$ cat src/hw/rtl/frequency_ranked_unary_coder_top_defines.svh
// Assertion macros shared by the coder RTL.
`ifndef FREQUENCY_RANKED_UNARY_CODER_TOP_DEFINES_SVH
`define FREQUENCY_RANKED_UNARY_CODER_TOP_DEFINES_SVH

`ifndef ASSERT_OFF

// Same-cycle implication, checked outside reset.
`define FRC_ASSERT_IMPLIES(label, clk, rstn, a, b) \
    label: assert property (@(posedge clk) disable iff (!(rstn)) (a) |-> (b)) \
        else $error("assertion failed");

// Next-cycle implication, checked outside reset.
`define FRC_ASSERT_NEXT(label, clk, rstn, a, b) \
    label: assert property (@(posedge clk) disable iff (!(rstn)) (a) |=> (b)) \
        else $error("assertion failed");

`else

`define FRC_ASSERT_IMPLIES(label, clk, rstn, a, b)
`define FRC_ASSERT_NEXT(label, clk, rstn, a, b)

`endif

`endif

$ cat src/hw/rtl/frc_pkg.sv
`timescale 1ns / 1ps
`default_nettype none

package frc_pkg;

    // Action codes of an input beat.
    localparam logic [1:0] ACT_CLEAR = 2'd0;
    localparam logic [1:0] ACT_LOAD  = 2'd1;
    localparam logic [1:0] ACT_QUERY = 2'd2;

    // Commands from the controller to the datapath.
    typedef struct packed {
        logic accept;          // an input beat is taken this cycle
        logic start_sweep;     // latch the queried count, reset sweep index
        logic step;            // read the next table entry
        logic out_load;        // move the finished result into the output register
    } frc_cmd_t;

    // Status from the datapath to the controller.
    typedef struct packed {
        logic hit;             // queried symbol is in the alphabet and loaded
        logic sweep_last;      // sweep index is at the last table entry
    } frc_status_t;

endpackage

`default_nettype wire

$ cat src/hw/rtl/frc_ctrl.sv
`timescale 1ns / 1ps
`default_nettype none
`include "frequency_ranked_unary_coder_top_defines.svh"

module frc_ctrl (
    input  wire logic                 aclk,
    input  wire logic                 aresetn,
    input  wire logic                 s_valid,
    output logic                      s_ready,
    input  wire logic [1:0]           s_action,
    output logic                      m_valid,
    input  wire logic                 m_ready,
    output frc_pkg::frc_cmd_t         cmd,
    input  wire frc_pkg::frc_status_t status
);

    typedef enum logic [2:0] {
        ST_IDLE,
        ST_CHECK,
        ST_SWEEP,
        ST_DRAIN,
        ST_DONE
    } state_t;

    state_t state_reg;
    logic   out_valid_reg;
    logic   out_free;

    assign out_free = !out_valid_reg || m_ready;

    // Commands decoded from the current state.
    always_comb begin
        cmd             = '0;
        cmd.accept      = (state_reg == ST_IDLE) && s_valid;
        cmd.start_sweep = (state_reg == ST_CHECK) && status.hit;
        cmd.step        = (state_reg == ST_SWEEP);
        cmd.out_load    = (state_reg == ST_DONE) && out_free;
    end

    assign s_ready = (state_reg == ST_IDLE);
    assign m_valid = out_valid_reg;

    // State and output valid flag.
    always_ff @(posedge aclk) begin
        if (!aresetn) begin
            state_reg     <= ST_IDLE;
            out_valid_reg <= 1'b0;
        end else begin
            if (cmd.out_load) begin
                out_valid_reg <= 1'b1;
            end else if (m_ready) begin
                out_valid_reg <= 1'b0;
            end
            case (state_reg)
                ST_IDLE: begin
                    if (s_valid && (s_action == frc_pkg::ACT_QUERY)) begin
                        state_reg <= ST_CHECK;
                    end
                end
                ST_CHECK: begin
                    state_reg <= status.hit ? ST_SWEEP : ST_DONE;
                end
                ST_SWEEP: begin
                    if (status.sweep_last) begin
                        state_reg <= ST_DRAIN;
                    end
                end
                ST_DRAIN: begin
                    state_reg <= ST_DONE;
                end
                ST_DONE: begin
                    if (out_free) begin
                        state_reg <= ST_IDLE;
                    end
                end
                default: begin
                    state_reg <= ST_IDLE;
                end
            endcase
        end
    end

    // A result never overwrites one that is still waiting.
    `FRC_ASSERT_IMPLIES(a_no_overwrite, aclk, aresetn, cmd.out_load, !out_valid_reg || m_ready)
    // The last compare drains before the result is loaded.
    `FRC_ASSERT_NEXT(a_drain_done, aclk, aresetn, state_reg == ST_DRAIN, state_reg == ST_DONE)
    // The sweep never runs while input beats are taken.
    `FRC_ASSERT_IMPLIES(a_ready_no_step, aclk, aresetn, s_ready, !cmd.step)

endmodule

`default_nettype wire
$ cat config.mk
export PLATFORM = sky130hd
export DESIGN_NAME = frc_ctrl
export DESIGN_NICKNAME = d
export VERILOG_FILES = /design/src/hw/rtl/frc_pkg.sv /design/src/hw/rtl/frc_ctrl.sv
export VERILOG_INCLUDE_DIRS = /design/src /design/src/hw/rtl
export SDC_FILE = /design/constraint.sdc
export NUM_CORES = 1
export LEC_CHECK = 0
export BUFFER_PORTS_ARGS = -buffer_cell sky130_fd_sc_hd__buf_2
export CORE_AREA = 2 2 39 41
export CTS_CLUSTER_DIAMETER = 120
export CTS_CLUSTER_SIZE = 40
export DETAILED_ROUTE_END_ITERATION = 10
export DIE_AREA = 0 0 41 43
export GPL_TIMING_DRIVEN = 0
export PLACE_DENSITY = 0.44
export SETUP_SLACK_MARGIN = 0.4
export SYNTH_ARGS = -nofsm -noshare
export SYNTH_HDL_FRONTEND = slang
export SYNTH_SLANG_ARGS = --single-unit
$ cat constraint.sdc
create_clock -name aclk -period 2.6 [get_ports aclk]
set_input_delay 0.78 -clock aclk [delete_from_list [all_inputs] [get_ports aclk]]
set_output_delay 0.78 -clock aclk [all_outputs]
set_load 0.02 [all_outputs]
---- Yosys cells after proc, flatten, opt, wreduce, memory -nomap -nowiden ----
Cells that the tools add are included.
word-level totals
  bits in registers ....................... 4
  word-level logic and storage cells ...... 26
operators by class
  equal/unequal tests ..................... 8
  multiplexer cells ....................... 7
  reductions and logical operators ........ 9
operators with widths
  cell                  count
  $pmux W3 S5           1
  $mux W3               4
  $eq A3 B2 Y1 const B  2
  $logic_and A1 B1 Y1   4
  $ne A2 B1 Y1 const B  2
  $eq A3 B1 Y1 const B  1
  $eq A3 B3 Y1 const B  1
  $logic_not A3 Y1      1
  $reduce_and A3 Y1     1
  $eq A2 B2 Y1 const B  1
  $mux W1               2
  $ne A2 B2 Y1 const B  1
  $reduce_bool A2 Y1    1
  $logic_not A1 Y1      1
  $logic_or A1 B1 Y1    1

---- Logic depth before layout (Yosys ltp) ----
  word-level depth ........................ 4
  mapped depth ............................ 2
  mapped depth without buffers ............ 2

---- Worst setup path after synthesis ----
No wires, ideal clock.
  path kind ............................... input -> output
  from .................................... input port status[1] (netlist bit)
  to ...................................... output port cmd[2] (netlist bit)
  arrival time ............................ 1301 ps
  path slack .............................. 519 ps
  cell stages on the path ................. 1
  buffers on the path ..................... 0
  cell sequence ........................... nor3b_1
on the way
  longest elaborated chain between the ends .. 1
ends and longest elaborated chain
  element              line            source
  start, declared      frc_ctrl.sv:14  input wire frc_pkg::frc_status_t status
  $logic_and A1 B1 Y1  frc_ctrl.sv:35  cmd.start_sweep = (state_reg == ST_CHECK) && status.hit;
  end, declared        frc_ctrl.sv:13  output frc_pkg::frc_cmd_t cmd,
Every way passes these cells.

==> impl_metrics.toml <==
[cells_and_area]
nets = 49
drive_gt1_share_pct = 51.3
fin_cells = 55
area_growth_pct = 48.9
mostFrequentLayoutCell = "buf_2"
layout_common_cells = "buf_2 (13), nand2b_1 (3), clkbuf_4 (3), dfxtp_1 (3)"
design_area_um2 = 332
largest_reg_flops = 3
diodes = 0

[synth]
synth_top_area_cell = "dfxtp_1"
postSynthCellCount = 23
ys_warn_count = 0
netlist_top_cells_area = "dfxtp_1 (36%), nand2b_1 (8.4%), a2111oi_2 (6.7%)"
seq_area_frac_synth_pct = 36.0
yosysUniqueCellTypes = 15
syn_area_per_cell_um2 = 9.68
synth.ff_latch_count = 4
netlist_area_um2 = 223
synth_top_cell_area_share_pct = 36.0
syn_nets = 31

[critical_path]
critPathArrivalTime_ns = 1.31
crit_end = "cmd[0]"
cp.required_ns = 1.82
r2r_cells = 2
worstSetupPathType = "reg2out"
cp-end-kind = "primary output"
r2r_slack_ns = 1.55
r2r-start = "state_reg[1]"
crit_fanout = 7
cp-startpoint = "state_reg[0]"
start_kind = "flop"
r2r_end = "state_reg[0]"

[floorplan]
dieHeight_um = 43
initial_core_util_pct = 16.1
ios = 14
core-area_mm2 = 0.00138
die-area_mm2 = 0.00176
rows = 14
die_w_um = 41

[global_routing]
grt_pass1_wl_um = 834
grt.total_usage_pct = 7.52
grt-ovfl-total = 0
grt_max_degree = 10
antenna_found_initial = 0
grt_pass1_vias = 219

[drt]
drt-wirelength-per-cell_um = 9.64
vias = 223
first_iter_violations = 0
drc = 0
drt_pass1_iterations = 1
avgViaCountPerCell = 4.05
ant_nets = 0
drt_wl_total_um = 530

[clocking]
cts_setup_buffers = 0
root_buffer = "clkbuf_4"
ctsResizeCount = 0
cts.sinks = 4
cts_hold_buf = 0
clk_latency_ns = 0.23
clk_pin_slew_worst_paths_ns = 0.04
cts_made_buffers = 3
htreeDepth = 1
cts_tree = "yes"
clock_path_buffers = 2

[run]
drv_cap = 0

[sta]
hold_ws_ns = 0.485
worst_slack_ns = 0.510
final-setup-viol-count = 0
fmax_ghz = 0.478
worst_pin_slew_ns = 0.277
slew_headroom_pct = 81.5
rsz0062_at_grt = "no"
fin_worst_skew_ns = 0.00177
slew_viol_final = 0
min_period_ns = 2.09
post-route-period-util_pct = 80.4
hold_viol = 0
finalSetupTns_ns = 0

[placed_design]
place_inst = 52
dpl.hpwl_um = 396
gp_congestion = 0.664
preCtsSetupSlack_ns = 0.511
placed_area_um2 = 308
port_buffers = 13

[power]
cellPowerDensity_mw_per_mm2 = 493
cellLeakagePower_nw = 0.136
ir_drop_mv = 0.124

[outcome]
outcome = "completed"

[min_path]
hold_path.class = "reg2reg"
layer usage:
layer | up-vias | global-route usage [%] | routed length (µm) | part of all wire (%)
met4 | 0 | 6.00 | 0 | 0
met5 | - | 0 | 0 | 0
met3 | 0 | 4.71 | 83 | 16
met2 | 14 | 9.06 | 176 | 33
met1 | 92 | 8.97 | 270 | 51
li1 | 117 | - | - | -
cell families after synthesis:
kind of cell | Yosys count | synth area share (%)
buffers and inverters | 1 | 1.68
AND/OR/NAND/NOR | 14 | 44.4
flip-flops | 4 | 36.0
AO/OA/AOI/OAI | 4 | 18.0
synth_stat cells:
cell type,n
nand2b_1,3
a21oi_2,1
a211oi_1,1
o32ai_1,1
nor3b_1,2
nor3_1,1
a2111oi_2,1
or3b_4,1
nor2b_1,2
nand3b_1,2
dfxtp_1,4
nand2_1,1
and2_1,1
nand4bb_1,1
inv_1,1
where the power goes:
group	internal [W]	switching, W
sequential	0.0000631	0.00000239
combinational	0.0000108	0.0000108
clock	0.0000516	0.0000248
total	0.000126	0.0000380
critical path, stage by stage (launching register included):
cell and delay, ns:
dfxtp_1 0.37, or3b_4 0.44, nor2b_1 0.11, buf_2 0.16
through the flow:
stage / power (W) / util, %
CTS: 0.000168 / 23.9
global placement: 0.0000882 / 22.2
global route: 0.000176 / 24.0
finish: 0.000164 / 24.0
floorplan: 0.0000781 / -
detailed placement: 0.0000879 / 22.2
how the worst min path moves through the flow:
stage / cells after the start / start / endpoint / slack, ns
after global placement: 2 / m_valid / m_valid / 0.52
after CTS: 2 / m_valid / m_valid / 0.52
after floorplan: 1 / state_reg[2] / state_reg[1] / 0.49
final: 1 / state_reg[2] / state_reg[1] / 0.49
after detailed placement: 2 / m_valid / m_valid / 0.51
after global routing: 1 / state_reg[2] / state_reg[1] / 0.51
area by class of cell:
cell class / instances / area [µm²]
clock buffers: 3 / 22.5
fillers: 157 / 1050
inverters: 1 / 3.75
repair buffers: 13 / 65.1
flip-flops and latches: 4 / 81.3
multi-input cells: 18 / 139
well taps: 16 / 20.0
Note: power is estimated with default switching activity, not from simulation.
